$ cat config.mk
export PLATFORM = sky130hd
export DESIGN_NAME = multi_timer_table
export DESIGN_NICKNAME = d
export VERILOG_FILES = /design/src/mtt_pkg.sv /design/src/mtt_table.sv /design/src/multi_timer_table.sv
export SDC_FILE = /design/constraint.sdc
export NUM_CORES = 2
export LEC_CHECK = 0
export BUFFER_PORTS_ARGS = -buffer_cell sky130_fd_sc_hd__buf_2
export CAP_MARGIN = 15
export CELL_PAD_IN_SITES_DETAIL_PLACEMENT = 2
export CELL_PAD_IN_SITES_GLOBAL_PLACEMENT = 2
export CORE_MARGIN = 5
export CORE_UTILIZATION = 45
export DETAILED_ROUTE_END_ITERATION = 8
export PLACE_DENSITY = 0.79
export SKIP_CTS_REPAIR_TIMING = 1
export SLEW_MARGIN = 10
export SYNTH_ARGS = -nofsm -noshare
export SYNTH_HDL_FRONTEND = slang
export SYNTH_SLANG_ARGS = --single-unit
$ cat constraint.sdc
create_clock -name clk_i -period 17.07 [get_ports clk_i]
set_input_delay 2.5605 -clock clk_i [delete_from_list [all_inputs] [get_ports clk_i]]
set_output_delay 2.5605 -clock clk_i [all_outputs]
set_load 0.01 [all_outputs]
$ cat src/mtt_pkg.sv
package mtt_pkg;

  localparam int unsigned TimerSlots = 16;
  localparam int unsigned IdW        = 16;
  localparam int unsigned PeriodW    = 32;
  localparam int unsigned RemW       = 33;

  localparam logic [2:0] OP_SET   = 3'd0;
  localparam logic [2:0] OP_KILL  = 3'd1;
  localparam logic [2:0] OP_TICK  = 3'd2;
  localparam logic [2:0] OP_START = 3'd3;
  localparam logic [2:0] OP_STOP  = 3'd4;

  localparam logic [2:0] KIND_SET    = 3'd0;
  localparam logic [2:0] KIND_KILL   = 3'd1;
  localparam logic [2:0] KIND_EXPIRY = 3'd2;
  localparam logic [2:0] KIND_START  = 3'd3;
  localparam logic [2:0] KIND_STOP   = 3'd4;
  localparam logic [2:0] KIND_DONE   = 3'd5;

  typedef struct packed {
    logic [2:0]  operation;
    logic [15:0] timer_id;
    logic [31:0] interval_ms;
    logic        repeat_req;
    logic [15:0] elapsed_ms;
  } req_t;

  typedef struct packed {
    logic [2:0]  kind;
    logic [15:0] result_id;
    logic        ok;
    logic        last;
  } rsp_t;

  // one timer slot as stored in the table memory
  typedef struct packed {
    logic [15:0] id;
    logic [31:0] period;
    logic        periodic;
    logic [32:0] remaining;
  } slot_t;

endpackage

$ cat src/mtt_table.sv
module mtt_table #(
  parameter int unsigned Slots = mtt_pkg::TimerSlots,
  localparam int unsigned AW = (Slots > 1) ? $clog2(Slots) : 1
) (
  input  logic                 clk_i,
  input  logic                 rd_en_i,
  input  logic [AW-1:0]        rd_addr_i,
  output mtt_pkg::slot_t       rd_data_o,
  input  logic                 wr_en_i,
  input  logic [AW-1:0]        wr_addr_i,
  input  mtt_pkg::slot_t       wr_data_i
);

  mtt_pkg::slot_t mem [Slots];

  always_ff @(posedge clk_i) begin
    if (wr_en_i) mem[wr_addr_i] <= wr_data_i;
    if (rd_en_i) rd_data_o <= mem[rd_addr_i];
  end

endmodule

$ cat src/multi_timer_table.sv
// multi_timer_table: table of one-shot and periodic timers kept in a slot memory.
// Stop and refused requests answer straight from idle; kill, zero-interval set and start
//   make one scan of the memory; set makes one scan plus one more per id collision, then
//   a write; tick makes one subtracting scan, then one expiry per scan of the memory.
// One request at a time; busy stays high until the final result, which the
//   receiver cannot stall. Reset (rst_ni low, asynchronous) empties the table, next id 1.
module multi_timer_table #(
  parameter int unsigned TimerSlots = mtt_pkg::TimerSlots
) (
  input  logic          clk_i,
  input  logic          rst_ni,
  input  logic          start,
  output logic          busy,
  input  mtt_pkg::req_t req_i,
  output logic          rsp_valid_o,
  output mtt_pkg::rsp_t rsp_o
);

  localparam int unsigned AW = (TimerSlots > 1) ? $clog2(TimerSlots) : 1;
  localparam int unsigned CW = $clog2(TimerSlots + 1);

  typedef enum logic [3:0] {
    S_IDLE, S_FIND, S_ALLOC, S_WRITE, S_TICK, S_EMIT, S_START
  } state_e;

  state_e state_q;
  mtt_pkg::req_t req_q;
  logic [TimerSlots-1:0] valid_q, due_q;
  logic [CW-1:0] idx_q;        // slot being issued to the memory
  logic          rd_pend_q;    // read data of slot idx_q-1 arrives this cycle
  logic [AW-1:0] rd_slot_q;
  logic [15:0]   next_id_q, cand_q;
  logic          running_q, stopped_q;
  logic          hit_q, free_found_q, collide_q;
  logic [AW-1:0] hit_slot_q, free_slot_q;
  // running minimum of due ids during an emit pass
  logic          best_v_q;
  logic [AW-1:0] best_slot_q;
  mtt_pkg::slot_t best_q;

  logic           rd_en, wr_en;
  logic [AW-1:0]  rd_addr, wr_addr;
  mtt_pkg::slot_t rd_data, wr_data;

  mtt_table #(.Slots(TimerSlots)) u_table (
    .clk_i, .rd_en_i(rd_en), .rd_addr_i(rd_addr), .rd_data_o(rd_data),
    .wr_en_i(wr_en), .wr_addr_i(wr_addr), .wr_data_i(wr_data)
  );

  assign busy = (state_q != S_IDLE);

  logic issue;
  assign issue = (idx_q < CW'(TimerSlots));
  assign rd_addr = idx_q[AW-1:0];

  // tick arithmetic on the slot just read
  logic signed [32:0] rem_sub;
  assign rem_sub = $signed(rd_data.remaining) - $signed({17'd0, req_q.elapsed_ms});
  // expiry reload of the chosen slot
  logic signed [33:0] rem_add;
  assign rem_add = $signed({best_q.remaining[32], best_q.remaining})
                 + $signed({2'b00, best_q.period});

  always_comb begin
    rd_en = 1'b0;
    wr_en = 1'b0;
    wr_addr = rd_slot_q;
    wr_data = rd_data;
    unique case (state_q)
      S_FIND, S_TICK, S_START, S_EMIT: rd_en = issue;
      default: ;
    endcase
    if (rd_pend_q && valid_q[rd_slot_q]) begin
      unique case (state_q)
        S_TICK: if (running_q) begin
          wr_en = 1'b1;
          wr_data.remaining = rem_sub;
        end
        S_START: begin
          wr_en = 1'b1;
          wr_data.remaining = {1'b0, rd_data.period};
        end
        default: ;
      endcase
    end
    if (state_q == S_WRITE) begin
      wr_en   = 1'b1;
      wr_addr = hit_q ? hit_slot_q : free_slot_q;
      wr_data.id        = cand_q;
      wr_data.period    = req_q.interval_ms;
      wr_data.periodic  = req_q.repeat_req;
      wr_data.remaining = {1'b0, req_q.interval_ms};
    end
    if (state_q == S_EMIT && !rd_pend_q && !issue && best_v_q && best_q.periodic) begin
      // reload; resync to the full period when still due
      wr_en   = 1'b1;
      wr_addr = best_slot_q;
      wr_data = best_q;
      wr_data.remaining = (rem_add <= 0) ? {1'b0, best_q.period} : rem_add[32:0];
    end
  end

  function automatic logic [15:0] bump(input logic [15:0] v);
    logic [15:0] n;
    n = v + 16'd1;
    return (n == 16'd0) ? 16'd1 : n;
  endfunction

  always_ff @(posedge clk_i or negedge rst_ni) begin
    if (!rst_ni) begin
      state_q     <= S_IDLE;
      valid_q     <= '0;
      due_q       <= '0;
      idx_q       <= '0;
      rd_pend_q   <= 1'b0;
      rd_slot_q   <= '0;
      next_id_q   <= 16'd1;
      cand_q      <= '0;
      running_q   <= 1'b0;
      stopped_q   <= 1'b0;
      hit_q       <= 1'b0;
      free_found_q <= 1'b0;
      collide_q   <= 1'b0;
      hit_slot_q  <= '0;
      free_slot_q <= '0;
      best_v_q    <= 1'b0;
      best_slot_q <= '0;
      best_q      <= '0;
      rsp_valid_o <= 1'b0;
      rsp_o       <= '0;
      req_q       <= '0;
    end else begin
      rsp_valid_o <= 1'b0;
      rd_pend_q   <= rd_en;
      rd_slot_q   <= rd_addr;
      if (rd_en) idx_q <= idx_q + CW'(1);
      unique case (state_q)
        S_IDLE: if (start) begin
          req_q        <= req_i;
          idx_q        <= '0;
          rd_pend_q    <= 1'b0;
          hit_q        <= 1'b0;
          free_found_q <= 1'b0;
          collide_q    <= 1'b0;
          best_v_q     <= 1'b0;
          due_q        <= '0;
          cand_q       <= (req_i.timer_id != 16'd0) ? req_i.timer_id
                        : ((next_id_q == 16'd0) ? 16'd1 : next_id_q);
          case (req_i.operation)
            mtt_pkg::OP_SET: begin
              if (req_i.interval_ms == 32'd0 && req_i.timer_id == 16'd0) begin
                rsp_valid_o <= 1'b1;
                rsp_o <= '{kind: mtt_pkg::KIND_SET, result_id: 16'd0, ok: 1'b0, last: 1'b1};
              end else if (req_i.interval_ms != 32'd0 && stopped_q) begin
                rsp_valid_o <= 1'b1;
                rsp_o <= '{kind: mtt_pkg::KIND_SET, result_id: 16'd0, ok: 1'b0, last: 1'b1};
              end else state_q <= S_FIND;
            end
            mtt_pkg::OP_KILL: begin
              if (req_i.timer_id == 16'd0) begin
                rsp_valid_o <= 1'b1;
                rsp_o <= '{kind: mtt_pkg::KIND_KILL, result_id: 16'd0, ok: 1'b0, last: 1'b1};
              end else state_q <= S_FIND;
            end
            mtt_pkg::OP_TICK:  state_q <= S_TICK;
            mtt_pkg::OP_START: begin
              if (running_q) begin
                rsp_valid_o <= 1'b1;
                rsp_o <= '{kind: mtt_pkg::KIND_START, result_id: 16'd0, ok: 1'b0, last: 1'b1};
              end else state_q <= S_START;
            end
            mtt_pkg::OP_STOP: begin
              stopped_q   <= 1'b1;
              running_q   <= 1'b0;
              rsp_valid_o <= 1'b1;
              rsp_o <= '{kind: mtt_pkg::KIND_STOP, result_id: 16'd0, ok: 1'b1, last: 1'b1};
            end
            default: ;
          endcase
        end
        S_FIND: begin
          // scan for cand_q and the first free slot
          if (rd_pend_q) begin
            if (!valid_q[rd_slot_q]) begin
              if (!free_found_q) begin
                free_found_q <= 1'b1;
                free_slot_q  <= rd_slot_q;
              end
            end else if (rd_data.id == cand_q) begin
              hit_q      <= 1'b1;
              hit_slot_q <= rd_slot_q;
              collide_q  <= 1'b1;
            end
          end else if (!issue) begin
            if (req_q.operation == mtt_pkg::OP_KILL || req_q.interval_ms == 32'd0) begin
              if (hit_q) valid_q[hit_slot_q] <= 1'b0;
              rsp_valid_o <= 1'b1;
              if (req_q.operation == mtt_pkg::OP_KILL) begin
                rsp_o <= '{kind: mtt_pkg::KIND_KILL, result_id: 16'd0, ok: hit_q, last: 1'b1};
              end else begin
                rsp_o <= '{kind: mtt_pkg::KIND_SET, result_id: 16'd0, ok: 1'b0, last: 1'b1};
              end
              state_q <= S_IDLE;
            end else if (req_q.timer_id != 16'd0) begin
              if (hit_q || free_found_q) state_q <= S_WRITE;
              else begin
                rsp_valid_o <= 1'b1;
                rsp_o <= '{kind: mtt_pkg::KIND_SET, result_id: 16'd0, ok: 1'b0, last: 1'b1};
                state_q <= S_IDLE;
              end
            end else if (!free_found_q) begin
              rsp_valid_o <= 1'b1;
              rsp_o <= '{kind: mtt_pkg::KIND_SET, result_id: 16'd0, ok: 1'b0, last: 1'b1};
              state_q <= S_IDLE;
            end else if (collide_q) begin
              // candidate in use: try the next id with another pass
              cand_q    <= bump(cand_q);
              collide_q <= 1'b0;
              hit_q     <= 1'b0;
              idx_q     <= '0;
            end else state_q <= S_WRITE;
          end
        end
        S_WRITE: begin
          valid_q[hit_q ? hit_slot_q : free_slot_q] <= 1'b1;
          if (req_q.timer_id == 16'd0) next_id_q <= bump(cand_q);
          rsp_valid_o <= 1'b1;
          rsp_o <= '{kind: mtt_pkg::KIND_SET, result_id: cand_q, ok: 1'b1, last: 1'b1};
          state_q <= S_IDLE;
        end
        S_TICK: begin
          if (rd_pend_q && valid_q[rd_slot_q] && running_q)
            due_q[rd_slot_q] <= (rem_sub <= 0);
          if (!rd_pend_q && !issue) begin
            idx_q    <= '0;
            best_v_q <= 1'b0;
            state_q  <= S_EMIT;
          end
        end
        S_EMIT: begin
          // pick the smallest due id, one pass per expiry
          if (rd_pend_q) begin
            if (due_q[rd_slot_q] && (!best_v_q || rd_data.id < best_q.id)) begin
              best_v_q    <= 1'b1;
              best_q      <= rd_data;
              best_slot_q <= rd_slot_q;
            end
          end else if (!issue) begin
            rsp_valid_o <= 1'b1;
            if (best_v_q) begin
              rsp_o <= '{kind: mtt_pkg::KIND_EXPIRY, result_id: best_q.id, ok: 1'b1,
                         last: 1'b0};
              due_q[best_slot_q] <= 1'b0;
              if (!best_q.periodic) valid_q[best_slot_q] <= 1'b0;
              best_v_q <= 1'b0;
              idx_q    <= '0;
            end else begin
              rsp_o <= '{kind: mtt_pkg::KIND_DONE, result_id: 16'd0, ok: 1'b0, last: 1'b1};
              state_q <= S_IDLE;
            end
          end
        end
        S_START: if (!rd_pend_q && !issue) begin
          running_q   <= 1'b1;
          stopped_q   <= 1'b0;
          rsp_valid_o <= 1'b1;
          rsp_o <= '{kind: mtt_pkg::KIND_START, result_id: 16'd0, ok: 1'b1, last: 1'b1};
          state_q <= S_IDLE;
        end
        default: state_q <= S_IDLE;
      endcase
    end
  end

  a_no_run_when_stopped: assert property (@(posedge clk_i) disable iff (!rst_ni)
    !(running_q && stopped_q)) else $error("running and stopped both set");
  a_last_ends_busy: assert property (@(posedge clk_i) disable iff (!rst_ni)
    (rsp_valid_o && rsp_o.last) |-> !busy) else $error("busy after final result");
  a_next_id_nonzero: assert property (@(posedge clk_i) disable iff (!rst_ni)
    next_id_q != 16'd0) else $error("next id zero");
  a_due_only_valid: assert property (@(posedge clk_i) disable iff (!rst_ni)
    (due_q & ~valid_q) == '0) else $error("due slot not valid");

endmodule

==> results.toml <==
[placed_design]
gp_congestion = 0.8738
dp_hpwl_microns = 160700
io_buffers = 93

[sta]
hold_ws_ns = 0.5025
maxSlewHeadroom = 0.1132
worst_slew_pin_slew_ns = 1.316
rsz0062_at_grt = "false"
maxSlewViolCount = 0
setup_viol = 0
finClkSkew_ns = 0.05614
fmax_ghz = 0.1415
fin_crit_ns = 7.069
timing.setup.tns_ns = 0
period_share = 0.4141
finalHoldViolCount = 0

[clocking]
cts_made_buffers = 177
clk_pin_slew_ns = 0.06
cts_sinks = 1661
htreeDepth = 4
cts-root-buf = "clkbuf_16"
clock_latency_ns = 0.86
clockBufferDepth = 3
cts_tree = "yes"

[yosys]
ys_warn_count = 0
synthCells = 4276
yosysMostFrequentCell = "edfxtp_1"
syn-num-nets = 4415
netlist_area_sq_mm = 0.07087
synth_edf_count = 1394
synth_top_area_share = 0.5907
synthArstFlopShare = 0.1607
yosys-top-cells-area = "edfxtp_1 59%, mux4_2 13%, dfrtp_1 9.4%"
synth_common_cells = "1394 x edfxtp_1, 420 x mux4_2, 354 x nand2_1, 266 x dfrtp_1, 221 x nor2_1"
yosys.cell_types.count = 88
synth_seq_cells = 1661
synth_area_leader_cell = "edfxtp_1"
avgSynthCellArea_sq_um = 16.57
synthFlopType = "edfxtp_1"
ys_seq_area_frac = 0.6850

[setup_path]
end_kind = "flop"
arrival_ns = 7.50
startpoint_type = "flop"
reg2reg_to = "u_table.mem[5][80]$_DFFE_PP_"
r2r.worst_path.cells = 10
r2r_start = "state_q[0]$_DFFE_PN0P_"
cp_max_fo = 44
path_class = "reg2reg"
r2r_slack_ns = 10.00
required_ns = 17.50

[worst_hold_path]
whs_path_depth = 1
min_delay_worst_endpoint = "req_q[66]$_DFFE_PN0P_"
holdCritStartpoint = "req_q[66]$_DFFE_PN0P_"
min_path_type = "reg2reg"

[global_route]
grt_max_degree = 108
antenna_found_initial = 13
gr-total-overflow = 0
first_global_vias = 49980
grt_pass1_wl_microns = 399300
grt_usage = 0.3423

[routing]
finalWirelength_microns = 284900
ant_nets = 0
drc = 0
drt_iter0_drc = 7112
firstDrtPassIters = 6
vias_per_cell = 7.119
routedWlPerCell_microns = 42.92
vias = 47260

[floorplan]
dieWidth_microns = 406.8
core_area_sq_mm = 0.1564
start_util = 0.4531
num_io_pins = 94
die_h_microns = 406.8
dieArea_sq_mm = 0.1655
rows = 145

[cells_and_area]
area_growth_pct = 13.16
nets = 4557
nFillCells = 13980
fin_util = 0.5128
drive_gt1_frac = 0.2437

[pwr]
power-per-cell-area_mw_per_mm2 = 181.8
power_uw = 14580
p_leak_uw = 0.02711
ir_drop_mv = 0.1113

[job]
cap_violations = 0

[run_status]
status = "finished clean"
## stage by stage
step                      std cells  instance area [sq um]  setup slack, ns
after CTS                      6603                  79860            10.20
after floorplan                4276                  70870            10.71
after global routing           6627                  80160            9.857
after detailed placement       6274                  74010            10.45
after global placement         6274                  74010            10.93
final                          6638                  80190            10.00
## per-layer routing
layer	global-route usage	up-vias	part of all wire
li1	-	17300	-
met1	0.4256	25000	0.36
met2	0.5438	3735	0.47
met3	0.08841	1217	0.099
met4	0.2044	2	0.072
met5	0	-	0.000046
## sequential cells by signal, indices dropped and copies added, names as in the netlist, 3 cells and up
name               flops
u_table.mem         1312
best_q                82
u_table.rd_data_o     82
req_q                 68
rsp_o                 21
cand_q                16
due_q                 16
next_id_q             16
valid_q               16
idx_q                  5
best_slot_q            4
free_slot_q            4
hit_slot_q             4
rd_slot_q              4
state_q                3
## layout by cell type, fill, tap and decap left out, types with 42 or more instances in the layout
| cell type | count |
|---|---|
| a21oi_1 | 156 |
| a31oi_1 | 47 |
| buf_2 | 92 |
| buf_4 | 109 |
| clkbuf_1 | 47 |
| clkbuf_16 | 181 |
| dfrtp_1 | 260 |
| edfxtp_1 | 1394 |
| ha_1 | 66 |
| inv_1 | 66 |
| mux2_2 | 134 |
| mux4_2 | 420 |
| nand2_1 | 354 |
| nand3_1 | 62 |
| nor2_1 | 201 |
| nor3_1 | 52 |
| o21ai_0 | 212 |
| xor2_1 | 42 |
## cell families after synthesis
| group | count (synthesis) | synth area share |
|---|---|---|
| xor+xnor | 79 | 0.009764 |
| mux | 571 | 0.1572 |
| flops | 1661 | 0.6850 |
| compound gates | 677 | 0.05987 |
| simple gates | 901 | 0.05885 |
| buf+inv | 319 | 0.01713 |
| fa+ha+maj | 68 | 0.01222 |
## report_power, final
part           internal [uW]  total, uW  switching, uW
Clock                   2270       4070           1800
Sequential              5410       6010            606
Combinational           1550       4490           2950
## how the worst max path moves through the flow
stage | start | to | slack, ns
6_report | state_q[0]$_DFFE_PN0P_ | u_table.mem[5][80]$_DFFE_PP_ | 10.00
5_1_grt | state_q[0]$_DFFE_PN0P_ | u_table.mem[5][80]$_DFFE_PP_ | 9.86
4_1_cts | state_q[0]$_DFFE_PN0P_ | u_table.mem[5][80]$_DFFE_PP_ | 10.20
3_5_place_dp | state_q[0]$_DFFE_PN0P_ | u_table.mem[5][69]$_DFFE_PP_ | 10.45
3_3_place_gp | state_q[0]$_DFFE_PN0P_ | u_table.mem[5][79]$_DFFE_PP_ | 10.93
2_1_floorplan | state_q[0]$_DFFE_PN0P_ | u_table.mem[4][0]$_DFFE_PP_ | 10.71
## final cells by class
cell class | instances | area, sq um | area share
sequential | 1661 | 48560 | 0.6056
multi-input combinational | 2296 | 21430 | 0.2672
clock buffer | 248 | 4981 | 0.06211
tap | 2058 | 2575 | 0.03211
timing repair buffer | 216 | 1504 | 0.01875
clock inverter | 81 | 863.3 | 0.01077
inverter | 66 | 247.7 | 0.003089
antenna | 12 | 30.03 | 0.0003745
## worst max-delay path, cell delays in order (launching register included)
cell and delay [ns]:
dfrtp_1 0.74, nor2b_1 0.44, and3_1 0.93, and3_2 0.81
buf_4 0.61, nor2_4 0.23, a221oi_1 0.45, nand2_1 0.38
nor2_4 0.21, buf_4 0.71, buf_4 1.00
Power figures use the tool's default switching activity.
